==> config.mk <==
export PLATFORM = sky130hd
export DESIGN_NAME = tick_to_millisecond_timebase_flat
export DESIGN_NICKNAME = d
export VERILOG_FILES = /design/src/rtl/tmt_pkg.sv /design/src/rtl/tmt_sample_if.sv /design/src/rtl/tmt_total_if.sv /design/src/rtl/tick_to_millisecond_timebase.sv /design/src/flat_wrapper.sv
export SDC_FILE = /design/constraint.sdc
export NUM_CORES = 1
export LEC_CHECK = 0
export ABC_AREA = 1
export BUFFER_PORTS_ARGS = -buffer_cell sky130_fd_sc_hd__buf_2
export CAP_MARGIN = 20
export CORE_ASPECT_RATIO = 0.9
export CORE_UTILIZATION = 40
export DETAILED_ROUTE_END_ITERATION = 10
export SYNTH_ARGS = -nofsm -noshare
export SYNTH_HDL_FRONTEND = slang
export SYNTH_SLANG_ARGS = --single-unit
==> constraint.sdc <==
create_clock -name clk -period 3.8 [get_ports clk]
set_clock_uncertainty 0.2 [all_clocks]
set_input_delay 0.19 -clock clk [delete_from_list [all_inputs] [get_ports clk]]
set_output_delay 0.19 -clock clk [all_outputs]
set_load 0.01 [all_outputs]
==> src/rtl/tmt_pkg.sv <==
// Shared widths and reset constants for the tick-to-millisecond timebase.
package tmt_pkg;

    localparam int SAMPLE_WIDTH        = 32;
    localparam int TOTAL_WIDTH         = 32;
    localparam int TPM_WIDTH           = 27;
    localparam int COUNT_WIDTH_DEFAULT = 32;

    localparam logic [TPM_WIDTH-1:0] TPM_RESET = TPM_WIDTH'(10000);

endpackage

==> src/rtl/tmt_sample_if.sv <==
// Valid/ready channel that carries one tick-counter sample per transfer.
interface tmt_sample_if;

    logic                              valid;
    logic                              ready;
    logic [tmt_pkg::SAMPLE_WIDTH-1:0]  tick_sample;

    modport source (output valid, output tick_sample, input ready);
    modport sink   (input valid, input tick_sample, output ready);

endinterface

==> src/rtl/tmt_total_if.sv <==
// Valid/ready channel that carries one millisecond total per transfer.
interface tmt_total_if;

    logic                             valid;
    logic                             ready;
    logic [tmt_pkg::TOTAL_WIDTH-1:0]  ms_total;

    modport source (output valid, output ms_total, input ready);
    modport sink   (input valid, input ms_total, output ready);

endinterface

==> src/rtl/tick_to_millisecond_timebase.sv <==
// Top level: converts tick-counter samples into a running millisecond total.
// Sequence: an accepted sample runs the restoring divider in ST_DIV, then
// ST_FIN registers the result; ST_DIV is skipped when no ticks elapsed or
// the divisor is zero. A sample is taken only in ST_IDLE, after the previous
// one is through; one quotient bit per cycle, and a held result stalls ST_FIN.
// Reset (rst_n, asynchronous, active low) clears the tick mark and the total
// and loads ticks_per_ms with 10000.
module tick_to_millisecond_timebase #(
    parameter int COUNT_WIDTH = tmt_pkg::COUNT_WIDTH_DEFAULT
) (
    input  logic                          clk,
    input  logic                          rst_n,
    input  logic                          cfg_we,
    input  logic [tmt_pkg::TPM_WIDTH-1:0] cfg_wdata,
    tmt_sample_if.sink                    sample,
    tmt_total_if.source                   result
);

    localparam int TW    = tmt_pkg::TPM_WIDTH;
    localparam int CNT_W = $clog2(COUNT_WIDTH);

    typedef enum logic [1:0] {
        ST_IDLE,
        ST_DIV,
        ST_FIN
    } state_t;

    // Control state.
    state_t                   state_reg, state_next;
    logic [CNT_W-1:0]         count_reg, count_next;
    logic                     out_valid_reg, out_valid_next;

    // Arithmetic and architectural state.
    logic [TW-1:0]            tpm_reg, tpm_next;
    logic [COUNT_WIDTH-1:0]   mark_reg, mark_next;
    logic [COUNT_WIDTH-1:0]   total_reg, total_next;
    logic [COUNT_WIDTH-1:0]   sample_reg, sample_next;
    // The dividend register shifts out dividend bits at the top and takes in
    // quotient bits at the bottom, so it holds the quotient when done.
    logic [COUNT_WIDTH-1:0]   quot_reg, quot_next;
    logic [TW-1:0]            rem_reg, rem_next;
    logic                     skip_reg, skip_next;
    logic [tmt_pkg::TOTAL_WIDTH-1:0] out_data_reg, out_data_next;

    logic [COUNT_WIDTH-1:0]   sample_ext;
    logic [COUNT_WIDTH-1:0]   elapsed;
    logic [TW:0]              rem_shift;
    logic                     rem_fits;
    logic                     in_xfer;
    logic                     out_free;

    assign sample.ready  = (state_reg == ST_IDLE);
    assign in_xfer       = sample.valid && sample.ready;
    assign result.valid  = out_valid_reg;
    assign result.ms_total = out_data_reg;
    assign out_free      = !out_valid_reg || result.ready;

    // A narrower counter drops the upper sample bits; a wider one zero-extends.
    assign sample_ext = COUNT_WIDTH'(sample.tick_sample);
    assign elapsed    = sample_ext - mark_reg;

    // One step of the shared restoring divider.
    assign rem_shift = {rem_reg, quot_reg[COUNT_WIDTH-1]};
    assign rem_fits  = rem_shift >= {1'b0, tpm_reg};

    always_comb
    begin
        state_next     = state_reg;
        count_next     = count_reg;
        out_valid_next = out_valid_reg;
        tpm_next       = tpm_reg;
        mark_next      = mark_reg;
        total_next     = total_reg;
        sample_next    = sample_reg;
        quot_next      = quot_reg;
        rem_next       = rem_reg;
        skip_next      = skip_reg;
        out_data_next  = out_data_reg;

        if (out_valid_reg && result.ready)
        begin
            out_valid_next = 1'b0;
        end

        if (cfg_we)
        begin
            tpm_next = cfg_wdata;
        end

        case (state_reg)
            ST_IDLE:
            begin
                if (in_xfer)
                begin
                    sample_next = sample_ext;
                    quot_next   = elapsed - COUNT_WIDTH'(1);
                    rem_next    = '0;
                    count_next  = CNT_W'(COUNT_WIDTH - 1);
                    // No credit when no ticks elapsed or the divisor is zero.
                    skip_next   = (elapsed == '0) || (tpm_reg == '0);
                    state_next  = ((elapsed == '0) || (tpm_reg == '0)) ? ST_FIN : ST_DIV;
                end
            end
            ST_DIV:
            begin
                rem_next  = rem_fits ? TW'(rem_shift - {1'b0, tpm_reg}) : TW'(rem_shift);
                quot_next = {quot_reg[COUNT_WIDTH-2:0], rem_fits};
                if (count_reg == '0)
                begin
                    state_next = ST_FIN;
                end
                else
                begin
                    count_next = count_reg - CNT_W'(1);
                end
            end
            ST_FIN:
            begin
                if (out_free)
                begin
                    // k * ticks_per_ms equals (d - 1) - remainder, so the new mark
                    // is sample - 1 - remainder and no multiplier is needed.
                    if (!skip_reg)
                    begin
                        mark_next     = sample_reg - COUNT_WIDTH'(1) - COUNT_WIDTH'(rem_reg);
                        total_next    = total_reg + quot_reg;
                        out_data_next = tmt_pkg::TOTAL_WIDTH'(total_reg + quot_reg);
                    end
                    else
                    begin
                        out_data_next = tmt_pkg::TOTAL_WIDTH'(total_reg);
                    end
                    out_valid_next = 1'b1;
                    state_next     = ST_IDLE;
                end
            end
            default:
            begin
                state_next = ST_IDLE;
            end
        endcase
    end

    always_ff @(posedge clk or negedge rst_n)
    begin
        if (!rst_n)
        begin
            state_reg     <= ST_IDLE;
            count_reg     <= '0;
            out_valid_reg <= 1'b0;
            tpm_reg       <= tmt_pkg::TPM_RESET;
            mark_reg      <= '0;
            total_reg     <= '0;
            skip_reg      <= 1'b0;
            sample_reg    <= '0;
            quot_reg      <= '0;
            rem_reg       <= '0;
            out_data_reg  <= '0;
        end
        else
        begin
            state_reg     <= state_next;
            count_reg     <= count_next;
            out_valid_reg <= out_valid_next;
            tpm_reg       <= tpm_next;
            mark_reg      <= mark_next;
            total_reg     <= total_next;
            skip_reg      <= skip_next;
            sample_reg    <= sample_next;
            quot_reg      <= quot_next;
            rem_reg       <= rem_next;
            out_data_reg  <= out_data_next;
        end
    end

    // The partial remainder always stays below the divisor while dividing.
    a_rem_below_divisor: assert property (@(posedge clk) disable iff (!rst_n)
        (state_reg == ST_DIV) |-> (rem_reg < tpm_reg))
        else $error("divider remainder reached the divisor");

    // A new result only appears when the finishing step hands it over.
    a_result_from_fin: assert property (@(posedge clk) disable iff (!rst_n)
        $rose(out_valid_reg) |-> $past(state_reg == ST_FIN))
        else $error("result offered without a finished sample");

    // An accepted sample always keeps the block busy in the next cycle.
    a_busy_after_xfer: assert property (@(posedge clk) disable iff (!rst_n)
        in_xfer |=> (state_reg != ST_IDLE))
        else $error("sequencer idle right after an input transfer");

    // The divider leaves its loop only when the step count is used up.
    a_div_runs_out: assert property (@(posedge clk) disable iff (!rst_n)
        ((state_reg == ST_DIV) && (count_reg != '0)) |=> (state_reg == ST_DIV))
        else $error("divider left before its last step");

endmodule

==> src/flat_wrapper.sv <==
// flat-port wrapper written by rule: the top's interface ports become plain ports
module tick_to_millisecond_timebase_flat 
#(
    parameter int COUNT_WIDTH = tmt_pkg::COUNT_WIDTH_DEFAULT
)
  (clk, rst_n, cfg_we, cfg_wdata, sample_valid, sample_tick_sample, sample_ready, result_valid, result_ms_total, result_ready);
  tmt_sample_if sample_i ();
  tmt_total_if result_i ();
  input  logic clk;
  input  logic rst_n;
  input  logic cfg_we;
  input  logic [tmt_pkg::TPM_WIDTH-1:0] cfg_wdata;
  input wire logic [$bits(sample_i.valid)-1:0] sample_valid;
  input wire logic [$bits(sample_i.tick_sample)-1:0] sample_tick_sample;
  output wire logic [$bits(sample_i.ready)-1:0] sample_ready;
  output wire logic [$bits(result_i.valid)-1:0] result_valid;
  output wire logic [$bits(result_i.ms_total)-1:0] result_ms_total;
  input wire logic [$bits(result_i.ready)-1:0] result_ready;
  assign sample_i.valid = sample_valid;
  assign sample_i.tick_sample = sample_tick_sample;
  assign sample_ready = sample_i.ready;
  assign result_valid = result_i.valid;
  assign result_ms_total = result_i.ms_total;
  assign result_i.ready = result_ready;
  tick_to_millisecond_timebase #(.COUNT_WIDTH(COUNT_WIDTH)) u_core (.clk(clk), .rst_n(rst_n), .cfg_we(cfg_we), .cfg_wdata(cfg_wdata), .sample(sample_i), .result(result_i));
endmodule
### After elaboration in Yosys (flattened, before gate mapping)

Index checks and enable logic that the tools add are counted.

* flip-flop bits (word level): 191
* input bits: 64
* word-level logic and storage cells: 57

* add/sub/neg operators: 7
* $lt $le $gt $ge: 1
* eq/ne operators: 6
* mux-type cells: 17
* bitwise logic cells: 1
* reduce and logical (&&, ||, !) cells: 15

Operators by type and width (count)
* 32-bit 2-to-1 mux: 2
* 32-bit case mux with 2 select lines: 1
* 32-bit by 1-bit subtractor with 32-bit output (second input constant): 2
* 27-bit 2-to-1 mux: 2
* 27-bit case mux with 2 select lines: 1
* 32-bit adder: 1
* 32-bit zero test: 1
* 32-bit by 27-bit subtractor with 32-bit output: 1
* 32-bit subtractor: 1
* 28-bit by 27-bit >= comparator with 1-bit output: 1
* 27-bit zero test: 1
* 27-bit subtractor: 1
* 5-bit 2-to-1 mux: 2
* 5-bit case mux with 2 select lines: 1
* 3-bit AND reduction: 3
* 2-bit 2-to-1 mux: 4
* 2-bit case mux with 3 select lines: 1
* 5-bit zero test: 1
* 5-bit by 1-bit subtractor with 5-bit output (second input constant): 1
* 2-bit by 1-bit inequality test with 1-bit output (second input constant): 2
* 2-bit inequality test (second input constant): 2
* 2-bit AND reduction: 2
* 1-bit 2-to-1 mux: 3
* 2-bit by 1-bit == test with 1-bit output (second input constant): 1
* 7 further kinds: 9

### Longest topological paths before layout

Gate-level depths: netlist of run 1.

* depth in word-level cells: 6
* depth in mapped cells: 21
* depth with buffers taken out: 21

### Worst setup path after synthesis of run 1

No wires, ideal clock.

* path type: flip-flop to flip-flop
* start: reg u_core.mark_reg[0]
* end: reg u_core.quot_reg[30]
* arrival: 2.435 ns
* data required time: 3.479 ns
* slack: 1.044 ns
* stages on the path, launching flop included: 17
* path buffers: 0
* path through: dfrtp_1 -> ha_1 -> inv_1 -> fa_1 -> inv_1 -> ha_1 -> inv_1 -> nor2_1 -> nand3_1 -> nor2_2 -> nand2_2 -> nor2_2 -> nand4_2 -> nor2_2 -> nand3_1 -> nand3_1 -> nand2_1

* longest elaborated chain between the ends: 4

RTL lines
* start: declaration: line tick_to_millisecond_timebase.sv:35 `logic [COUNT_WIDTH-1:0] mark_reg, mark_next;`
* start signal: assignment: line tick_to_millisecond_timebase.sv:166 `mark_reg <= mark_next;`
* 32-bit subtractor: line tick_to_millisecond_timebase.sv:60 `assign elapsed = sample_ext - mark_reg;`
* 32-bit by 1-bit subtractor with 32-bit output: line tick_to_millisecond_timebase.sv:96 `quot_next = elapsed - COUNT_WIDTH'(1);`
* 32-bit 2-to-1 mux: line tick_to_millisecond_timebase.sv:93 `if (in_xfer)`
* 32-bit case mux with 2 select lines: line tick_to_millisecond_timebase.sv:90 `case (state_reg)`
* end signal: assignment: line tick_to_millisecond_timebase.sv:170 `quot_reg <= quot_next;`
* end: declaration: line tick_to_millisecond_timebase.sv:40 `logic [COUNT_WIDTH-1:0] quot_reg, quot_next;`

No other way between the ends. The select of a mux whose other input is x is not followed.
A chain may end at the register's enable or synchronous reset.

### Worst setup path in the final report of run 1

* start: reg u_core.quot_reg[31]
* end: reg u_core.rem_reg[26]

* longest elaborated chain between the ends: 3
* elaborated cells on any way between the ends: 4

RTL lines
* 27-bit subtractor / 28-bit by 27-bit >= comparator with 1-bit output (equally long branches): line tick_to_millisecond_timebase.sv:106, tick_to_millisecond_timebase.sv:64
* 27-bit 2-to-1 mux (*): line tick_to_millisecond_timebase.sv:106 `rem_next = rem_fits ? TW'(rem_shift - {1'b0, tpm_reg}) : TW'(rem_shift);`
* 27-bit case mux with 2 select lines (*): line tick_to_millisecond_timebase.sv:90
* end signal: assignment: line tick_to_millisecond_timebase.sv:171 `rem_reg <= rem_next;`
* end: declaration: line tick_to_millisecond_timebase.sv:41 `logic [TW-1:0] rem_reg, rem_next;`

Every way passes the cells marked *; elsewhere a longest branch is shown, timed or not.

==> results.sh, run 1 <==
export IMPL_n_fill_cell=4159
export IMPL_ys_warn_count=0
export IMPL_synth_edf_count=0
export IMPL_rows=69
export IMPL_wl_per_cell_um=14.9
export IMPL_ant_nets=0
export IMPL_final_nets=2772
export IMPL_clock_root_buffer="sky130_fd_sc_hd__clkbuf_16"
export IMPL_cp_max_fo=31
export IMPL_initial_antenna_violation_count=0
export IMPL_grt_first_pass_wirelength_um=77300
export IMPL_power_per_cell_area_mw_per_mm2=1000
export IMPL_synth_area_leaders="sky130_fd_sc_hd__dfrtp_1 29%, sky130_fd_sc_hd__nand2_1 19%, sky130_fd_sc_hd__ha_1 9.4%"
export IMPL_worst_relative_slew_slack_pct=46.6
export IMPL_cts_tree="built"
export IMPL_routed_via_density=5.07
export IMPL_synth_cell_area_mm2=0.0160
export IMPL_synth_top_area_share_pct=29.0
export IMPL_worst_setup_hold_path_clk_slew_ns=0.07
export IMPL_fp_dieArea_mm2=0.0409
export IMPL_grt_max_degree=94
export IMPL_cts_inserted_buffers=17
export IMPL_final_period_util_pct=93.8
export IMPL_number_of_vias_in_the_routed_layout=15800
export IMPL_chipWidth_um=213
export IMPL_ioPinCount=98
export IMPL_hold_viol_final=0
export IMPL_synth_flop_cell="sky130_fd_sc_hd__dfrtp_1"
export IMPL_worstMarginPinSlew_ns=0.800
export IMPL_port_buffer_count=97
export IMPL_setup_violators_final=0
export IMPL_startpoint_type="flop"
export IMPL_worst_setup_path_end_kind="flop"
export IMPL_synth_seq_area_share_pct=29.9
export IMPL_rsz0062_at_grt="false"
export IMPL_antennaDiodeCount=0
export IMPL_groute_usage_overall_pct=24.1
export IMPL_synth_net_count=2626
export IMPL_start_util_pct=40.6
export IMPL_gpl_final_weighted_congestion=0.936
export IMPL_globalRoute_busiestLayer="met2"
export IMPL_ir_drop_uv=400
export IMPL_outcome="complete, no violations"
export IMPL_cell_type_with_the_highest_aggregate_area_in_the_netlist="sky130_fd_sc_hd__dfrtp_1"
export IMPL_first_global_vias=15400
export IMPL_drt_pre_antenna_iters=5
export IMPL_floorplan_die_height_um=192
export IMPL_grt_remaining_overflow=0
export IMPL_worstSkewPairLatency_ns=0.49
export IMPL_syn_instance_count=2438
export IMPL_postSynthAreaPerCell_um2=6.57
export IMPL_worst_ep_arrival_time_ns=3.78
export IMPL_synthDistinctLibCells=55
export IMPL_p_leak_nw=9.69
export IMPL_hold_worst_slack_ns=0.0596
export IMPL_dp_final_hpwl_um=37800
export IMPL_fin_setup_tns_ns=0
export IMPL_areaGrowthSynthToFinish_pct=14.8
export IMPL_drt_iter0_drc=934
export IMPL_crit_type="reg2reg"
export IMPL_cts_htree_levels=4
export IMPL_ff_latch_area_mm2=0.00479
export IMPL_synth_top_cells_by_count="793 x sky130_fd_sc_hd__nand2_1, 326 x sky130_fd_sc_hd__inv_1, 197 x sky130_fd_sc_hd__nor2_1, 186 x sky130_fd_sc_hd__dfrtp_1, 155 x sky130_fd_sc_hd__o21ai_0"
export IMPL_gr_met3_demand_resource_pct=3.04
export IMPL_route_detailed_drc=0
export IMPL_ys_async_sr_fraction_pct=100
export IMPL_cts_root_to_sink_buffers=2
export IMPL_yosys_reg_bits=191
export IMPL_cp_required_ns=4.01
export IMPL_groute_layer_met1_usage_pct=32.8
export IMPL_number_of_sinks_on_the_clock_net=191
export IMPL_grtUsageMet2_pct=38.7
export IMPL_maxClockFrequency_mhz=281
export IMPL_core_region_area_mm2=0.0395
export IMPL_synth_most_common_cell="sky130_fd_sc_hd__nand2_1"
export IMPL_report_final_slew_viol_count=0
export IMPL_multi_input_comb_area_mm2=0.00977
export IMPL_post_route_cells_drive_above_1_share_pct=8.55
export IMPL_timing_max_cap_violations=0
export IMPL_wl_um=46700
export IMPL_worstHoldPathType="in2reg"
export IMPL_final_critical_path_time_including_i_o_delays_and_setup_ns=3.56
kinds of logic (layout without fill, tap and decap cells):
kind of cell / count (synthesis) / count (layout) / share of synthesized area (%)
simple gates: 1259 / 1259 / 33.0
buf+inv: 391 / 549 / 9.26
flops: 191 / 191 / 29.9
fa+ha+maj: 124 / 124 / 9.87
compound gates: 408 / 408 / 14.4
xor+xnor: 65 / 65 / 3.60
through the flow:
step / utilization (%) / power, mW / worst slack (ns) / instances / instance area [µm²]
after global placement: 43.4 / 16.1 / 0.277 / 3034 / 17100
after detailed placement: 43.4 / 16.3 / 0.220 / 3034 / 17100
after floorplan: - / 13.0 / 1.04 / 2438 / 16000
after global routing: 46.6 / 20.5 / 0.0663 / 3128 / 18400
after CTS: 46.6 / 18.4 / 0.190 / 3127 / 18400
final: 46.6 / 18.4 / 0.236 / 3128 / 18400
final timing paths:
check / to / slack, ns / startpoint / cells past startpoint
hold / removal: u_core.tpm_reg[13] / 0.06 / cfg_we / 3
setup / recovery: u_core.rem_reg[26] / 0.24 / u_core.quot_reg[31] / 17
max in group asynchronous: u_core.tpm_reg[13] / 2.35 / rst_n / 3
hold reg to reg: u_core.mark_reg[24] / 0.28 / u_core.mark_reg[24] / 2
min in group asynchronous: u_core.result.ms_total[1] / 0.13 / rst_n / 2
setup reg to reg: u_core.rem_reg[26] / 0.24 / u_core.quot_reg[31] / 17
final cells by class:
class | count | area share (%)
Sequential cell | 191 | 26.0
Clock buffer | 19 | 2.41
Clock inverter | 12 | 0.986
Multi-Input combinational cell | 1856 | 53.1
Tap cell | 532 | 3.62
Timing Repair Buffer | 174 | 6.85
Inverter | 344 | 7.02
critical path: stages (launching register included):
cell	delay [ns]
sky130_fd_sc_hd__dfrtp_2	0.45
sky130_fd_sc_hd__inv_1	0.06
sky130_fd_sc_hd__ha_1	0.22
sky130_fd_sc_hd__fa_1	0.42
sky130_fd_sc_hd__inv_1	0.11
sky130_fd_sc_hd__nand3_1	0.07
sky130_fd_sc_hd__nand2_1	0.12
sky130_fd_sc_hd__a21boi_2	0.09
sky130_fd_sc_hd__o21bai_2	0.24
sky130_fd_sc_hd__a21oi_2	0.12
sky130_fd_sc_hd__o21ai_1	0.24
sky130_fd_sc_hd__nand2_1	0.16
sky130_fd_sc_hd__nand3_2	0.18
sky130_fd_sc_hd__buf_12	0.20
sky130_fd_sc_hd__nand2_1	0.13
sky130_fd_sc_hd__o21ai_0	0.28
sky130_fd_sc_hd__nand2_1	0.10
sky130_fd_sc_hd__nand2_1	0.08
cells in the final DEF, fill, tap and decap left out, drive strengths merged, types with 5 or more instances in the layout:
cell,count
nand2,805
inv,347
nor2,212
dfrtp,186
o21ai,185
nand3,146
a21oi,126
ha,120
buf,111
dlygate4sd3,62
xor2,37
nand4,31
nor3,30
xnor2,28
a22oi,22
o21bai,20
clkbuf,20
a31oi,18
or2,15
a21o,11
nand3b,8
nor4,7
a21boi,6
dfstp,5
what timing repair did:
item / 4_1_cts / 5_1_grt
hold buffers: 62 / 0
resized for setup: 0 / 1
setup buffers: 0 / 0
endpoints found under the hold margin: 150 / 0
setup endpoints to repair: 0 / 1
where the power goes:
part | switching [mW] | internal (mW)
Combinational | 8.30 | 4.48
Sequential | 0.734 | 2.93
Clock | 0.863 | 1.12
Total | 9.89 | 8.53
layer usage:
layer / up-vias / wire, µm / part of all wire [%]
met2: 282 / 20800 / 44
met4: 0 / 1160 / 2.5
met3: 61 / 1590 / 3.4
met1: 7317 / 23200 / 50
li1: 8184 / - / -
met5: - / 0 / 0
Note: power is estimated with default switching activity, not from simulation.
==> run 2, diff against run 1 <==
Settings changed: CORE_UTILIZATION 40 to 34, GPL_ROUTABILITY_DRIVEN from default to 0.
Clock period 3.8 ns to 2.95 ns, I/O delays scaled along.
==> run 2 against run 1 <==
Effect of this change: first-iteration DRC count rose by 27%; largest power group unchanged; utilization fell by 4.0 points; critical path type unchanged; maximum frequency rose by 23%; flip-flop and latch count did not move; final cell count rose by 5.6%; sequential power rose by 29%.
==> results.sh, run 2 (synthesis gave the netlist of run 1 again) <==
export IMPL_regToRegSetupSlack_ns=0.06
export IMPL_worst_path_most_repeated_cell="sky130_fd_sc_hd__nand2_1"
export IMPL_chipWidth_um=231
export IMPL_areaGrowthSynthToFinish_pct=23.9
export IMPL_final_critical_path_time_including_i_o_delays_and_setup_ns=2.89
export IMPL_ioPinCount=98
export IMPL_grt_first_pass_wirelength_um=77700
export IMPL_power_per_cell_area_mw_per_mm2=1300
export IMPL_first_global_vias=15700
export IMPL_number_of_sinks_on_the_clock_net=191
export IMPL_initial_antenna_violation_count=1
export IMPL_worstSkewPairLatency_ns=0.48
export IMPL_cts_root_to_sink_buffers=2
export IMPL_final_nets=2860
export IMPL_core_region_area_mm2=0.0465
export IMPL_route_detailed_drc=0
export IMPL_n_fill_cell=4810
export IMPL_setup_violators_final=0
export IMPL_final_period_util_pct=98.0
export IMPL_grt_max_degree=70
export IMPL_hold_viol_final=0
export IMPL_worst_setup_path_end_kind="flop"
export IMPL_drt_pre_antenna_iters=7
export IMPL_maxClockFrequency_mhz=346
export IMPL_report_power_total_mw=25.9
export IMPL_cts_tree="built"
export IMPL_hold_worst_slack_ns=0.0214
export IMPL_worst_ep_arrival_time_ns=3.10
export IMPL_start_util_pct=34.4
export IMPL_report_final_slew_viol_count=0
export IMPL_wl_um=47900
export IMPL_fp_dieArea_mm2=0.0480
export IMPL_timing_max_cap_violations=0
export IMPL_ir_drop_uv=613
export IMPL_floorplan_die_height_um=208
export IMPL_rsz0062_at_grt="true"
export IMPL_dp_final_hpwl_um=38000
export IMPL_rows=75
export IMPL_p_leak_nw=10.2
export IMPL_worstMarginPinSlew_ns=0.738
export IMPL_cp_max_fo=5
export IMPL_number_of_vias_in_the_routed_layout=16500
export IMPL_worst_relative_slew_slack_pct=50.8
export IMPL_startpoint_type="flop"
export IMPL_port_buffer_count=97
export IMPL_grt_remaining_overflow=0
export IMPL_groute_usage_overall_pct=19.9
export IMPL_cp_required_ns=3.16
export IMPL_top_library_cells_by_usage_in_the_layout_fill_and_taps_aside="748 x sky130_fd_sc_hd__nand2_1, 316 x sky130_fd_sc_hd__inv_1, 186 x sky130_fd_sc_hd__dfrtp_1, 169 x sky130_fd_sc_hd__nor2_1, 150 x sky130_fd_sc_hd__o21ai_0"
export IMPL_ant_nets=0
export IMPL_post_route_cells_drive_above_1_share_pct=16.8
export IMPL_worstHoldPathType="in2reg"
export IMPL_place_detailed_instances=3188
export IMPL_worst_setup_hold_path_clk_slew_ns=0.09
export IMPL_final_cell_count_no_fill=3302
export IMPL_cts_htree_levels=4
export IMPL_worst_path_largest_cell_delay_ns=0.39
export IMPL_wl_per_cell_um=14.5
export IMPL_drt_iter0_drc=1184
export IMPL_slowest_stage="sky130_fd_sc_hd__dfrtp_1"
export IMPL_clock_root_buffer="sky130_fd_sc_hd__clkbuf_16"
export IMPL_crit_type="reg2reg"
export IMPL_leading_cell_type_in_the_layout_fill_and_taps_excluded="sky130_fd_sc_hd__nand2_1"
export IMPL_cts_inserted_buffers=17
export IMPL_routed_via_density=4.99
export IMPL_cp_cell_sequence="inv_1, ha_2, nand2_1, nand2_2, a21oi_2, nand2_2, nand2_1, nand2_1, nor2_2, nand4_1, nor3_1, nand3_2, nand2_1, nand2_1, nand2_1"
export IMPL_outcome="complete, no violations"
==> run 2: area by class of cell <==
type	instances	area (µm²)	share of cell area [%]
diodes	1	2.50	0.0126
clock buffers	17	425	2.14
clock inverters	15	174	0.876
inverters	344	1290	6.50
multi-input cells	1856	10400	52.6
flip-flops and latches	191	4790	24.1
well taps	616	771	3.88
repair buffers	262	1950	9.84
==> run 2: power breakdown <==
part | internal [mW] | switching [mW] | total [mW]
combinational | 7.12 | 11.6 | 18.7
clock | 1.21 | 1.20 | 2.41
sequential | 3.78 | 0.947 | 4.72
==> run 2: routing by layer <==
layer / track usage (%) / part of all wire [%]
met3: 2.30 / 3.9
met5: 0 / 0
met4: 6.99 / 2.7
met2: 31.5 / 45
met1: 28.0 / 49
==> run 2: critical path, delay by kind of cell (launching register included) <==
family	cells	cell delay [ns]
buf+inv	1	0.06
compound gates	1	0.17
flops	1	0.39
fa+ha+maj	1	0.30
simple gates	12	1.70
==> run 2: through the flow <==
stage	TNS (ns)	utilization, %	setup slack, ns	cell area [µm²]
2_1_floorplan	0	-	0.194	16000
4_1_cts	0	40.9	0.00553	19000
5_1_grt	-0.585	42.6	-0.0955	19800
3_3_place_gp	-0.150	38.2	-0.135	17800
3_5_place_dp	-0.686	38.2	-0.184	17800
6_report	0	42.6	0.0583	19900
==> run 2: what timing repair did <==
item | in CTS | in global routing
hold buffers | 62 | 0
endpoints found under the hold margin | 153 | 0
cloned | 0 | 0
resized for setup | 15 | 171
buffers inserted | 0 | 19
endpoints found under the setup margin | 19 | 56
pin swaps | 4 | 30
==> run 2: worst paths after layout <==
check / startpoint / to / depth (start not counted)
max: u_core.mark_reg[4] / u_core.skip_reg / 15
min: cfg_we / u_core.tpm_reg[13] / 3
max reg2reg: u_core.mark_reg[4] / u_core.skip_reg / 15
min reg2reg: u_core.mark_reg[0] / u_core.mark_reg[0] / 2
max in group asynchronous: rst_n / u_core.tpm_reg[13] / 3
min in group asynchronous: rst_n / u_core.result.ms_total[3] / 2
==> run 3, diff against run 2 <==
Clock period 2.95 ns to 3.42 ns, I/O delays scaled along.
==> run 3 against run 2 <==
Effect of this change: non-clock buffer count fell by 89; sequential share of layout area rose by 1.8 points; design area fell by 6.9%; power fell by 21%; via count fell by 2.8%; flip-flop and latch count did not move; worst setup slack improved by 0.20 ns; first-iteration DRC count fell by 2.2%; die area did not move; largest cell class unchanged; highest routed layer unchanged.
==> results.sh, run 3 (synthesis gave the netlist of run 1 again) <==
export IMPL_outcome="complete, no violations"
export IMPL_cts_inserted_buffers=17
export IMPL_antennaDiodeCount=0
export IMPL_cp_max_fo=6
export IMPL_clkPwrFrac_pct=10.2
export IMPL_wl_per_cell_um=14.5
export IMPL_final_critical_path_time_including_i_o_delays_and_setup_ns=3.16
export IMPL_worst_ep_arrival_time_ns=3.32
export IMPL_number_of_vias_in_the_routed_layout=16000
export IMPL_maxClockFrequency_mhz=316
export IMPL_worst_setup_path_end_kind="flop"
export IMPL_startpoint_type="input pin"
export IMPL_cp_required_ns=3.58
export IMPL_cts_htree_levels=4
export IMPL_combinationalPowerShare_pct=69.7
export IMPL_leading_cell_type_in_the_layout_fill_and_taps_excluded="sky130_fd_sc_hd__nand2_1"
export IMPL_drt_pre_antenna_iters=6
export IMPL_core_region_area_mm2=0.0465
export IMPL_port_buffer_count=97
export IMPL_initial_antenna_violation_count=0
export IMPL_cts_tree="built"
export IMPL_grt_max_degree=89
export IMPL_power_per_cell_area_mw_per_mm2=1100
export IMPL_pwr_share_seq_pct=20.1
export IMPL_floorplan_die_height_um=208
export IMPL_worst_path_most_repeated_cell="sky130_fd_sc_hd__inv_1"
export IMPL_ir_drop_uv=544
export IMPL_p_leak_nw=9.67
export IMPL_setup_violators_final=0
export IMPL_rows=75
export IMPL_groute_usage_overall_pct=19.8
export IMPL_worstSkewPairLatency_ns=0.47
export IMPL_ioPinCount=98
export IMPL_report_final_slew_viol_count=0
export IMPL_grt_first_pass_wirelength_um=76900
export IMPL_start_util_pct=34.4
export IMPL_cp_cell_sequence="dlygate4sd3_1, buf_2, inv_1, ha_1, inv_1, fa_2, inv_1, ha_1, inv_1, nor2_1, nand3_1, nor2_2, nand2_2, inv_1, nand2_1, nor2_1, a21oi_1, o21ai_1, nand2_1"
export IMPL_postLayoutCellArea_mm2=0.0185
export IMPL_areaGrowthSynthToFinish_pct=15.3
export IMPL_p_int_mw=9.34
export IMPL_grt_remaining_overflow=0
export IMPL_top_library_cells_by_usage_in_the_layout_fill_and_taps_aside="793 x sky130_fd_sc_hd__nand2_1, 324 x sky130_fd_sc_hd__inv_1, 195 x sky130_fd_sc_hd__nor2_1, 186 x sky130_fd_sc_hd__dfrtp_1, 155 x sky130_fd_sc_hd__o21ai_0"
export IMPL_fin_setup_tns_ns=0
export IMPL_worst_setup_hold_path_clk_slew_ns=0.07
export IMPL_worstMarginPinSlew_ns=0.793
export IMPL_worstHoldPathType="in2reg"
export IMPL_worst_path_largest_cell_delay_ns=0.52
export IMPL_total_cell_area_at_the_placement_stage_mm2=0.0172
export IMPL_routed_via_density=4.98
export IMPL_hold_worst_slack_ns=0.0714
export IMPL_crit_type="in2reg"
export IMPL_ant_nets=0
export IMPL_route_detailed_drc=0
export IMPL_number_of_sinks_on_the_clock_net=191
export IMPL_hold_viol_final=0
export IMPL_final_nets=2771
export IMPL_clock_root_buffer="sky130_fd_sc_hd__clkbuf_16"
export IMPL_first_global_vias=15300
export IMPL_switching_share_pct=54.1
export IMPL_post_route_cells_drive_above_1_share_pct=8.67
export IMPL_fp_dieArea_mm2=0.0480
export IMPL_power_switching_mw=11.0
export IMPL_chipWidth_um=231
export IMPL_worst_relative_slew_slack_pct=47.1
export IMPL_dp_final_hpwl_um=37500
export IMPL_final_period_util_pct=92.5
export IMPL_rsz0062_at_grt="false"
export IMPL_cts_root_to_sink_buffers=2
export IMPL_slowest_stage="sky130_fd_sc_hd__dlygate4sd3_1"
export IMPL_wl_um=46600
export IMPL_timing_max_cap_violations=0
export IMPL_drt_iter0_drc=1158
==> run 3: cell types whose count changed in the layout (fill, tap and decap cells not counted), sizes merged <==
cell | previous run | this run
buf | 199 | 110
bufinv | 1 | 2
clkbuf | 18 | 20
clkinv | 8 | 5
clkinvlp | 0 | 2
diode | 1 | 0
inv | 350 | 348
==> run 3: repair_timing <==
action                                 in CTS  in global routing
hold buffers                               62                  0
buffers inserted                            0                  1
setup endpoints to repair                   0                 35
endpoints found under the hold margin     140                  0
gates resized for setup                     0                  7
==> run 3: power groups by stage <==
| stage | combinational [mW] | clock, mW | sequential (mW) |
|---|---|---|---|
| 2_1_floorplan | 10.6 | 0 | 3.92 |
| 3_3_place_gp | 13.7 | 0 | 4.10 |
| 3_5_place_dp | 13.9 | 0 | 4.13 |
| 4_1_cts | 14.0 | 2.13 | 4.10 |
| 5_1_grt | 16.2 | 2.21 | 4.22 |
| 6_report | 14.2 | 2.07 | 4.10 |
==> run 3: final cells by class <==
cell class	instances	area (µm²)
multi-input cells	1856	9790
clock buffers	19	443
repair buffers	173	1240
inverters	344	1290
flip-flops and latches	191	4790
well taps	616	771
fillers	4922	28100
clock inverters	13	153
==> run 3: through the flow <==
stage	util (%)	power, mW	worst slack, ns	instances
2_1_floorplan	-	14.5	0.664	2438
3_3_place_gp	37.0	17.8	0.135	3117
3_5_place_dp	37.0	18.0	0.116	3117
4_1_cts	39.6	20.2	0.0990	3211
5_1_grt	39.7	22.6	0.00814	3212
6_report	39.7	20.4	0.258	3212
==> run 3: final timing paths <==
path,start,endpoint,slack (ns),cells past startpoint
worst max-delay path,sample_tick_sample[0],u_core.quot_reg[20],0.26,19
worst min-delay path,cfg_we,u_core.tpm_reg[9],0.07,3
worst max register to register,u_core.mark_reg[0],u_core.quot_reg[20],0.30,16
worst min register to register,u_core.mark_reg[19],u_core.mark_reg[19],0.28,2
max in group asynchronous,rst_n,u_core.mark_reg[21],1.90,3
min in group asynchronous,rst_n,u_core.count_reg[2],0.10,2
==> run 3: layer usage <==
metal  vias up  part of all wire (%)  track usage (%)
li1       8166                     -                -
met1      7413                    49             27.9
met2       368                    45             31.6
met3        46                   4.2             2.58
met4         0                   1.9             5.69
met5         -                     0                0
==> run 3: worst max-delay path: cells and delay by family <==
family / cells / cell delay [ns]
buffers and inverters: 7 / 1.16
AO/OA/AOI/OAI: 2 / 0.24
AND/OR/NAND/NOR: 7 / 0.92
adder cells (fa/ha/maj): 3 / 0.82
